`src/sv/efb_pkg.sv`:
```
// Types and constants shared by the event fragment builder.
package efb_pkg;
  localparam int unsigned TRIG_W = 28;
  localparam int unsigned FRAG_W = 8;
  localparam int unsigned LEN_W  = 16;
  localparam int unsigned TAG_W  = 16;
  localparam int unsigned NODE_W = 8;
  localparam int unsigned CFG_IDX_W = 8;

  localparam logic [CFG_IDX_W-1:0] CFG_NODE_COUNT  = 8'd0;
  localparam logic [CFG_IDX_W-1:0] CFG_BUILDER_TAG = 8'd1;

  localparam logic [FRAG_W-1:0] FRAG_MAX = 8'hff;
  localparam logic [LEN_W-1:0]  LEN_MAX  = 16'hffff;

  typedef struct packed {
    logic [TRIG_W-1:0] trig;
    logic [FRAG_W-1:0] frags;
    logic [LEN_W-1:0]  len;
  } entry_t;

  typedef struct packed {
    logic [TRIG_W-1:0] event_trig;
    logic [FRAG_W-1:0] fragment_count;
    logic [LEN_W-1:0]  total_length;
    logic              complete;
    logic [TAG_W-1:0]  source_tag;
    logic              last;
  } result_t;
endpackage

```
`src/sv/efb_table.sv`:
```
// Pending event table memory kept in arrival order, one write and one registered read port.
module efb_table import efb_pkg::*; #(
  parameter int unsigned DEPTH = 16,
  parameter int unsigned IW = $clog2(DEPTH)
) (
  input  logic          clk_i,
  input  logic          we_i,
  input  logic [IW-1:0] waddr_i,
  input  entry_t        wdata_i,
  input  logic [IW-1:0] raddr_i,
  output entry_t        rdata_o
);
  entry_t mem [DEPTH];
  entry_t rdata_q;

  always_ff @(posedge clk_i) begin
    if (we_i) begin
      mem[waddr_i] <= wdata_i;
    end
    rdata_q <= mem[raddr_i];
  end

  assign rdata_o = rdata_q;
endmodule

```
`src/sv/efb_out.sv`:
```
// Output register stage for emitted event headers.
module efb_out import efb_pkg::*; (
  input  logic    clk_i,
  input  logic    rst_ni,
  input  logic    load_i,
  input  result_t data_i,
  output logic    free_o,
  output logic    valid_o,
  input  logic    ready_i,
  output result_t data_o
);
  logic    valid_q, valid_d;
  result_t data_q;

  assign free_o = !valid_q || ready_i;

  always_comb begin
    valid_d = valid_q;
    if (ready_i) valid_d = 1'b0;
    if (load_i) valid_d = 1'b1;
  end

  always_ff @(posedge clk_i or negedge rst_ni) begin
    if (!rst_ni) begin
      valid_q <= 1'b0;
    end else begin
      valid_q <= valid_d;
    end
  end

  always_ff @(posedge clk_i) begin
    if (load_i) data_q <= data_i;
  end

  assign valid_o = valid_q;
  assign data_o  = data_q;
endmodule

```
`src/sv/event_fragment_builder.sv`:
```
// Event fragment builder top level: sequencer over the pending table.
// Usage: fragment descriptors arrive on the in_* request channel (valid/ready).
// Each request searches the pending table, one entry at a time, for a
// matching trigger number; a hit updates the fragment count and length.
// When an entry reaches the node count, a compaction pass walks the whole
// table entry by entry, emitting every older entry with trigger number
// not above it and the entry itself (last set), and packing the remainder.
// A full table evicts its oldest entry with the same pass, then stores.
// in_ready_o is high only while the sequencer is idle.
// Headers leave on out_* through an output register; a stalled receiver
// holds the pass at the entry waiting to be emitted.
// cfg_* writes node_count (index 0) or builder_tag (index 1); always ready.
// Reset empties the table and sets node_count to 1, builder_tag to 0.
module event_fragment_builder import efb_pkg::*; #(
  parameter int unsigned PENDING_DEPTH = 16,
  parameter int unsigned MAX_NODES = 255
) (
  input  logic                 clk_i,
  input  logic                 rst_ni,
  input  logic                 in_valid_i,
  output logic                 in_ready_o,
  input  logic [NODE_W-1:0]    in_node_id_i,
  input  logic [TRIG_W-1:0]    in_trigger_number_i,
  input  logic [LEN_W-1:0]     in_fragment_bytes_i,
  output logic                 out_valid_o,
  input  logic                 out_ready_i,
  output logic [TRIG_W-1:0]    out_event_trig_o,
  output logic [FRAG_W-1:0]    out_fragment_count_o,
  output logic [LEN_W-1:0]     out_total_length_o,
  output logic                 out_complete_o,
  output logic [TAG_W-1:0]     out_source_tag_o,
  output logic                 out_last_o,
  input  logic                 cfg_valid_i,
  output logic                 cfg_ready_o,
  input  logic [CFG_IDX_W-1:0] cfg_index_i,
  input  logic [TAG_W-1:0]     cfg_data_i
);
  localparam int unsigned IW = (PENDING_DEPTH > 1) ? $clog2(PENDING_DEPTH) : 1;
  localparam int unsigned CW = $clog2(PENDING_DEPTH + 1);
  localparam logic [CW-1:0] FULL = CW'(PENDING_DEPTH);
  localparam logic [FRAG_W-1:0] MAXN = FRAG_W'(MAX_NODES);

  localparam logic [2:0] ST_IDLE = 3'd0;
  localparam logic [2:0] ST_SRD  = 3'd1;
  localparam logic [2:0] ST_SCHK = 3'd2;
  localparam logic [2:0] ST_MISS = 3'd3;
  localparam logic [2:0] ST_APND = 3'd4;
  localparam logic [2:0] ST_FRD  = 3'd5;
  localparam logic [2:0] ST_FPRC = 3'd6;

  logic [2:0]        state_q, state_d;
  logic [CW-1:0]     cnt_q, cnt_d;
  logic [IW-1:0]     r_q, r_d, top_q, top_d;
  logic [CW-1:0]     w_q, w_d;
  logic              evict_q, evict_d;
  logic [TRIG_W-1:0] trig_q;
  logic [LEN_W-1:0]  bytes_q;
  logic [FRAG_W-1:0] node_count_q;
  logic [TAG_W-1:0]  tag_q;

  logic          we;
  logic [IW-1:0] waddr;
  entry_t        wdata, rdata;
  logic          load, out_free;
  result_t       res, out_data;
  logic [FRAG_W-1:0] eff, nfrag;
  logic [LEN_W:0]    lsum;
  logic [LEN_W-1:0]  nlen;
  logic              at_end, drop;

  assign eff = (node_count_q == '0) ? FRAG_W'(1) :
               ((node_count_q > MAXN) ? MAXN : node_count_q);
  assign nfrag = (rdata.frags == FRAG_MAX) ? rdata.frags : rdata.frags + FRAG_W'(1);
  assign lsum = {1'b0, rdata.len} + {1'b0, bytes_q};
  assign nlen = lsum[LEN_W] ? LEN_MAX : lsum[LEN_W-1:0];
  assign at_end = (CW'(r_q) + CW'(1)) == cnt_q;
  assign drop = evict_q ? (r_q == '0) : ((r_q <= top_q) && (rdata.trig <= trig_q));
  assign in_ready_o = (state_q == ST_IDLE);
  assign cfg_ready_o = 1'b1;

  always_comb begin
    state_d = state_q;
    cnt_d   = cnt_q;
    r_d     = r_q;
    top_d   = top_q;
    w_d     = w_q;
    evict_d = evict_q;
    we      = 1'b0;
    waddr   = r_q;
    wdata   = rdata;
    load    = 1'b0;
    res     = '0;
    case (state_q)
      ST_IDLE: begin
        if (in_valid_i) begin
          r_d = '0;
          state_d = (cnt_q == '0) ? ST_MISS : ST_SRD;
        end
      end
      ST_SRD: state_d = ST_SCHK;
      ST_SCHK: begin
        if (rdata.trig == trig_q) begin
          we = 1'b1;
          wdata = '{trig: rdata.trig, frags: nfrag, len: nlen};
          if (nfrag >= eff) begin
            top_d = r_q;
            r_d = '0;
            w_d = '0;
            evict_d = 1'b0;
            state_d = ST_FRD;
          end else begin
            state_d = ST_IDLE;
          end
        end else if (at_end) begin
          state_d = ST_MISS;
        end else begin
          r_d = r_q + IW'(1);
          state_d = ST_SRD;
        end
      end
      ST_MISS: begin
        if (eff <= FRAG_W'(1)) begin
          if (out_free) begin
            load = 1'b1;
            res = '{event_trig: trig_q, fragment_count: FRAG_W'(1),
                    total_length: bytes_q, complete: 1'b1, source_tag: tag_q,
                    last: 1'b1};
            state_d = ST_IDLE;
          end
        end else if (cnt_q == FULL) begin
          r_d = '0;
          w_d = '0;
          evict_d = 1'b1;
          state_d = ST_FRD;
        end else begin
          state_d = ST_APND;
        end
      end
      ST_APND: begin
        we = 1'b1;
        waddr = cnt_q[IW-1:0];
        wdata = '{trig: trig_q, frags: FRAG_W'(1), len: bytes_q};
        cnt_d = cnt_q + CW'(1);
        state_d = ST_IDLE;
      end
      ST_FRD: state_d = ST_FPRC;
      ST_FPRC: begin
        if (!drop || out_free) begin
          if (drop) begin
            load = 1'b1;
            res = '{event_trig: rdata.trig, fragment_count: rdata.frags,
                    total_length: rdata.len, complete: (rdata.frags >= eff),
                    source_tag: tag_q, last: (evict_q || (r_q == top_q))};
          end else begin
            we = 1'b1;
            waddr = w_q[IW-1:0];
            wdata = rdata;
            w_d = w_q + CW'(1);
          end
          if (at_end) begin
            cnt_d = w_d;
            state_d = evict_q ? ST_APND : ST_IDLE;
          end else begin
            r_d = r_q + IW'(1);
            state_d = ST_FRD;
          end
        end
      end
      default: state_d = ST_IDLE;
    endcase
  end

  always_ff @(posedge clk_i or negedge rst_ni) begin
    if (!rst_ni) begin
      state_q      <= ST_IDLE;
      cnt_q        <= '0;
      node_count_q <= FRAG_W'(1);
      tag_q        <= '0;
    end else begin
      state_q <= state_d;
      cnt_q   <= cnt_d;
      if (cfg_valid_i && cfg_index_i == CFG_NODE_COUNT) node_count_q <= cfg_data_i[FRAG_W-1:0];
      if (cfg_valid_i && cfg_index_i == CFG_BUILDER_TAG) tag_q <= cfg_data_i;
    end
  end

  always_ff @(posedge clk_i) begin
    r_q     <= r_d;
    top_q   <= top_d;
    w_q     <= w_d;
    evict_q <= evict_d;
    if (in_valid_i && in_ready_o) begin
      trig_q  <= in_trigger_number_i;
      bytes_q <= in_fragment_bytes_i;
    end
  end

  efb_table #(.DEPTH(PENDING_DEPTH), .IW(IW)) u_table (
    .clk_i   (clk_i),
    .we_i    (we),
    .waddr_i (waddr),
    .wdata_i (wdata),
    .raddr_i (r_q),
    .rdata_o (rdata)
  );

  efb_out u_out (
    .clk_i   (clk_i),
    .rst_ni  (rst_ni),
    .load_i  (load),
    .data_i  (res),
    .free_o  (out_free),
    .valid_o (out_valid_o),
    .ready_i (out_ready_i),
    .data_o  (out_data)
  );

  assign out_event_trig_o     = out_data.event_trig;
  assign out_fragment_count_o = out_data.fragment_count;
  assign out_total_length_o   = out_data.total_length;
  assign out_complete_o       = out_data.complete;
  assign out_source_tag_o     = out_data.source_tag;
  assign out_last_o           = out_data.last;
endmodule

```
`config.mk`:
```
export PLATFORM = sky130hd
export DESIGN_NAME = event_fragment_builder
export DESIGN_NICKNAME = d
export VERILOG_FILES = /design/src/sv/efb_pkg.sv /design/src/sv/efb_table.sv /design/src/sv/efb_out.sv /design/src/sv/event_fragment_builder.sv
export SDC_FILE = /design/constraint.sdc
export NUM_CORES = 1
export LEC_CHECK = 0
export ABC_AREA = 1
export BUFFER_PORTS_ARGS = -buffer_cell sky130_fd_sc_hd__buf_4
export CAP_MARGIN = 30
export CORE_UTILIZATION = 55
export CTS_CLUSTER_SIZE = 30
export DETAILED_ROUTE_END_ITERATION = 10
export PLACE_DENSITY = 0.76
export SLEW_MARGIN = 20
export SYNTH_ARGS = -nofsm -noshare
export SYNTH_HDL_FRONTEND = slang
export SYNTH_SLANG_ARGS = --single-unit
```
`constraint.sdc`:
```
create_clock -name clk_i -period 6.67 [get_ports clk_i]
set_input_delay 0.667 -clock clk_i [delete_from_list [all_inputs] [get_ports clk_i]]
set_output_delay 0.667 -clock clk_i [all_outputs]
set_load 0.005 [all_outputs]
```
# After elaboration in Yosys (flattened, before gate mapping)

Memory sizes are Yosys's and may differ from the RTL's. A register that Yosys moved wholly into a read port is not among the register bits.
Index checks and enable logic that the tools add are counted.

Bits in registers: 161
Bits in writable memories: 832
Input port bits: 81
Output and inout bits: 73
Word-level logic and storage cells: 139
Memories: 1

Add/sub/neg operators: 6
$lt $le $gt $ge: 6
Eq/ne operators: 21
Multiplexer cells: 63
Reductions and logical operators: 25

Memory list:

| name        | words | width | read ports | clocked after Yosys merged registers in | wr ports | line            | RTL |
|---|---|---|---|---|---|---|---|
| u_table.mem | 16    | 52    | 1          | 1                                       | 1        | efb_table.sv:13 | `entry_t mem [DEPTH];` |

Operators with widths:

| operator            | count |
|---|---|
| $mux 70             | 4 |
| $pmux 70 s2         | 1 |
| $pmux 52 s2         | 1 |
| $mux 5              | 8 |
| $mux 4              | 9 |
| $eq 28x28->1        | 1 |
| $le 28x28->1        | 1 |
| $mux 24             | 1 |
| $mux 3              | 8 |
| $mux 8              | 3 |
| $pmux 3 s6          | 1 |
| $add 16x16->17      | 1 |
| $mux 1              | 17 |
| $ge 8x8->1          | 2 |
| $logic_not 8->1     | 2 |
| $mux 16             | 1 |
| $pmux 4 s4          | 1 |
| $pmux 5 s3          | 1 |
| $ne 2x2->1 const B  | 7 |
| $reduce_and 6->1    | 2 |
| $add 5x1->5 const B | 2 |
| $pmux 5 s2          | 1 |
| $eq 3x3->1 const B  | 3 |
| $reduce_and 3->1    | 3 |
| other kinds (28)    | 40 |

# Logic depth before layout (Yosys ltp)

Depth in word-level cells: 9
Gate-level depth with buffers: 20
Mapped depth without buffers: 20

# Hierarchy

A second synthesis with hierarchy kept.

Cells, all modules: 4,546
Area total of the unflattened synthesis: 46,189.3 µm²

Modules (own cells, without submodules):

| module                 | times used | cells an instance | area an instance (µm²) | seq. area each (µm²) |
|---|---|---|---|---|
| efb_table              | 1          | 3,426             | 36,511.3               | 26,025.0 |
| event_fragment_builder | 1          | 1,045             | 7,531.0                | 2,543.7 |
| efb_out                | 1          | 75                | 2,147.1                | 2,127.0 |

# Worst setup path before layout

Ideal clock, no wire load.

Path type: register to register
Start point: register r_q[0]
End point: memory u_table.mem[11][0] (netlist bit), enable pin
Library setup time: 462 ps
Arrival time: 4,660 ps
Required time: 6,208 ps
Path slack: 1,548 ps
Cell stages (with the launch flop): 19
Path buffers: 4
Clock period less this slack: 5,122 ps
Cells stage by stage: edfxtp_1 buf_2 inv_1 buf_2 buf_2 buf_2 ha_1 nor2_1 o21ai_1 a32oi_1 nor2_1 nand2_4 nand3_4 inv_2 nand2_2 nand2_1 nor2_2 nand2_2 nor2_1

Cells in the longest elaborated chain, start to end: 9
Elaborated cells between the ends (all ways): 14
Those cells by class: order compare: 1; mux: 9; reduce/logical: 4

Ends and longest elaborated chain:

| element                      | line                          | RTL |
|---|---|---|
| start: declaration           | event_fragment_builder.sv:53  | `logic [IW-1:0] r_q, r_d, top_q, top_d;` |
| start signal: assignment     | event_fragment_builder.sv:188 | `r_q <= r_d;` |
| $le 4x4->1                   | event_fragment_builder.sv:77  | `assign drop = evict_q ? (r_q == '0) : ((r_q <= top_q) && (rdata.trig <= trig_q));` |
| $logic_and 1x1->1            | event_fragment_builder.sv:77  |  |
| $mux 1                       | event_fragment_builder.sv:77  |  |
| $logic_not 1->1              | event_fragment_builder.sv:148 | `if (!drop \|\| out_free) begin` |
| $logic_or 1x1->1             | event_fragment_builder.sv:148 |  |
| $mux 1                       | event_fragment_builder.sv:148 |  |
| $pmux 1 s3                   | event_fragment_builder.sv:93  | `case (state_q)` |
| $mux 1                       | efb_table.sv:17               | `if (we_i) begin` |
| $mux 1 (not written as such) | efb_table.sv:18               | `mem[waddr_i] <= wdata_i;` |
| end: declaration             | efb_table.sv:13               |  |

Several ways; a longest one is shown, not always the timed one.

# Final worst setup path

Start point: register r_q[0]
End point: memory u_table.mem[0][17] (netlist bit), enable pin

The elaborated chain is that of the path after synthesis.

==> metrics.csv <==
stage,metric,value,unit
status,status,"complete, no violations",
power_and_ir_drop,power_frac_clock,0.261,
synth,avgSynthCellArea,12.43,um2
synth,ys_seq_elements,1045,
power_and_ir_drop,power,22.61,mW
synth,synthFlopType,edfxtp_1,
synth,async_reset_ff_frac,0.03158,
power_and_ir_drop,p_per_area,461.7,nW/um2
synth,synth_edf_count,960,
timing,slew_headroom,0.3053,
floorplanning,chipWidth,280.8,um
synth,synth.distinct_cells,61,
clocking,cts_tree,yes,
cells_and_area,final_nets,3751,
route,drc,0,
setup_path,required,7.00,ns
cells_and_area,final_cells,4719,
cells_and_area,fillers,5430,
setup_path,crit_path_start_kind,register,
timing,layout_setup_ws,2.054,ns
timing,slew_violations,0,
cells_and_area,final_common_cell,edfxtp_1,
route,drt_iter0_markers,4039,
timing,max_freq,216.6,MHz
floorplanning,start_util,0.5593,
timing,rsz0062_at_grt,no,
floorplanning,rows,101,
global_routing,grt_usage,0.2638,
clocking,cts_root_buf,clkbuf_16,
setup_path,end_kind,register,
cells_and_area,stdcell_area,48970,um2
synth,synthesis.area,42760,um2
floorplanning,die_y,280.8,um
route,dr_total_vias,28550,
floorplanning,num_io_pins,154,
global_routing,antenna_found_initial,0,
placed_design,post_dp_cell_area,45400,um2
timing,final.setup_skew,0.02901,ns
synth,syn_inst,3440,
hold_path,holdCritPathClass,in2reg,
route,ant_nets,0,
cells_and_area,most-common-layout-cells,"960 x edfxtp_1, 491 x nor2_1, 485 x o21ai_0, 320 x nand2_1, 232 x buf_4",
placed_design,portBuffers,144,
global_routing,grt_max_degree,224,
setup_path,path_class,reg2reg,
power_and_ir_drop,power.switching,8.218,mW
timing,worst_pin_slew,1.040,ns
placed_design,place_inst,4518,
power_and_ir_drop,sequentialPowerShare,0.399,
clocking,clkSinkCount,1045,
cells_and_area,drive_above_1_share,0.1355,
clocking,cts_setup_buffers,0,
route,viasPerCell,6.050,
synth,synth_nets,3592,
power_and_ir_drop,p_leak,17.36,nW
route,wire_per_inst,22.11,um
run,cap_viol_max_count,0,
timing,hold_viol_final,0,
timing,finalSetupViolations,0,
synth,yosys_warnings,0,
power_and_ir_drop,power_frac_comb,0.340,
placed_design,dp_slack,2.133,ns
timing,hold-worst-slack,0.1423,ns
clocking,h-tree-depth,3,
placed_design,hpwlAfterDp,57850,um
cells_and_area,diodes,0,
global_routing,grt_pass1_vias,27190,
power_and_ir_drop,swShare,0.3635,
cells_and_area,final_core_util,0.6405,
route,totalWireLength,104300,um
clocking,clk_pin_slew_worst_paths,0.06,ns
timing,post-route-period-util,0.6921,
floorplanning,core,76450,um2
timing,setup_tns,0,ns
setup_path,arrival,4.94,ns
floorplanning,dieArea,78870,um2
power_and_ir_drop,p_int,14.39,mW
setup_path,path_max_fanout,142,
synth,ys_seq_area_frac,0.7178,
clocking,numCtsBuffers,102,
timing,fin_crit,4.616,ns
global_routing,overflow,0,
clocking,clk_path_buf_depth,3,
global_routing,grt_pass1_wl,157400,um
placed_design,gp_congestion,0.9019,
cells_and_area,area_delta_synth_final,14.51,%
clocking,clkLatencyLatePin,0.70,ns
route,dr.pass1.iters,6,
power_and_ir_drop,vdd_drop_max,0.4951,mV
==> critical path: stages (launching register included) <==
cell	delay [ns]
edfxtp_1	0.49
inv_8	0.61
ha_1	0.27
nor2_1	0.05
o21ai_1	0.12
a32oi_1	0.07
nor2_1	0.46
nand2_4	0.14
nand3_4	0.11
inv_2	0.08
nand2_2	0.07
nand2_1	0.07
nor2_2	0.13
nand2_2	0.17
nor2_4	0.85
buf_4	0.52
==> logic make-up after synthesis <==
logic type      count (synthesis)  synth area share
compound gates                890            0.1207
xor+xnor                       17          0.003482
buf+inv                       400           0.03689
simple gates                 1016            0.1001
fa+ha+maj                      71           0.02095
flops                        1045            0.7178
other cells                     1        0.00008769
==> cell usage after synthesis (all sizes together), types with 2 or more instances <==
master | number | area [um2]
nand4 | 9 | 56.30
xor2 | 15 | 131.4
ha | 70 | 875.8
o21ai | 502 | 2512
nor3 | 10 | 50.05
a21boi | 3 | 37.54
o2111ai | 2 | 17.52
a21oi | 70 | 357.8
nand3b | 3 | 26.27
clkbuf | 152 | 570.6
nand3 | 114 | 620.6
a31oi | 2 | 12.51
o221ai | 83 | 727.0
a21o | 5 | 37.54
a22oi | 2 | 15.01
nand2 | 337 | 1333
buf | 43 | 235.2
nor4 | 4 | 46.29
dfrtp | 32 | 800.8
o22ai | 175 | 1095
or2 | 4 | 25.02
dfxtp | 52 | 1041
inv | 204 | 768.2
xnor2 | 2 | 17.52
edfxtp | 960 | 28830
nor2 | 532 | 2102
a211oi | 6 | 45.04
o211ai | 34 | 255.2
==> final timing paths <==
check                                             from            endpoint  slack [ns]  cells after the start
worst max-delay path                            r_q[0]  u_table.mem[0][17]        2.05                     15
worst min-delay path            in_trigger_number_i[9]           trig_q[9]        0.14                      1
worst max register to register                  r_q[0]  u_table.mem[0][17]        2.05                     15
worst min register to register         node_count_q[1]     node_count_q[1]        0.49                      2
max in group asynchronous                       rst_ni     node_count_q[0]        5.84                      2
min in group asynchronous                       rst_ni     node_count_q[7]        0.49                      2
==> routing by layer <==
layer  track usage  wire, um  up-vias
met5             0         0        -
met4       0.08757      2675        0
met3       0.04182     10390      185
met2        0.4215     49470     1529
met1        0.3716     41810    13940
li1              -         -    12890
==> flip-flops by register name, indices dropped and copies added, names as in the netlist <==
| register | flops |
|---|---|
| trig_q | 28 |
| u_out.data_o | 70 |
| w_q | 5 |
| node_count_q | 8 |
| state_q | 3 |
| evict_q | 1 |
| cnt_q | 5 |
| u_table.mem | 832 |
| top_q | 4 |
| r_q | 4 |
| bytes_q | 16 |
| tag_q | 16 |
| u_table.rdata_o | 52 |
| u_out.valid_o | 1 |
==> power by group through the flow <==
stage	Sequential [mW]	Clock (mW)	Combinational [mW]
2_1_floorplan	9.09	0	4.87
3_3_place_gp	9.14	0	7.08
3_5_place_dp	9.14	0	7.43
4_1_cts	9.02	5.95	7.52
5_1_grt	9.06	6.20	8.43
6_report	9.02	5.89	7.70
==> cell type report <==
cell class	instances	area, um2	area share
clock buffer	137	2764	0.05644
clock inverter	57	698.2	0.01426
inverter	205	782.0	0.01597
multi-input combinational	1995	10650	0.2175
sequential	1045	30700	0.6268
tap	1030	1289	0.02632
timing repair buffer	250	2091	0.04270
==> what timing repair did <==
| item | in CTS | in global routing |
|---|---|---|
| endpoints found under the setup margin | 0 | 0 |
| hold endpoints to repair | 32 | 0 |
| hold buffers | 1 | 0 |
| gates resized for setup | 0 | 0 |
(Power assumes the default switching activity.)
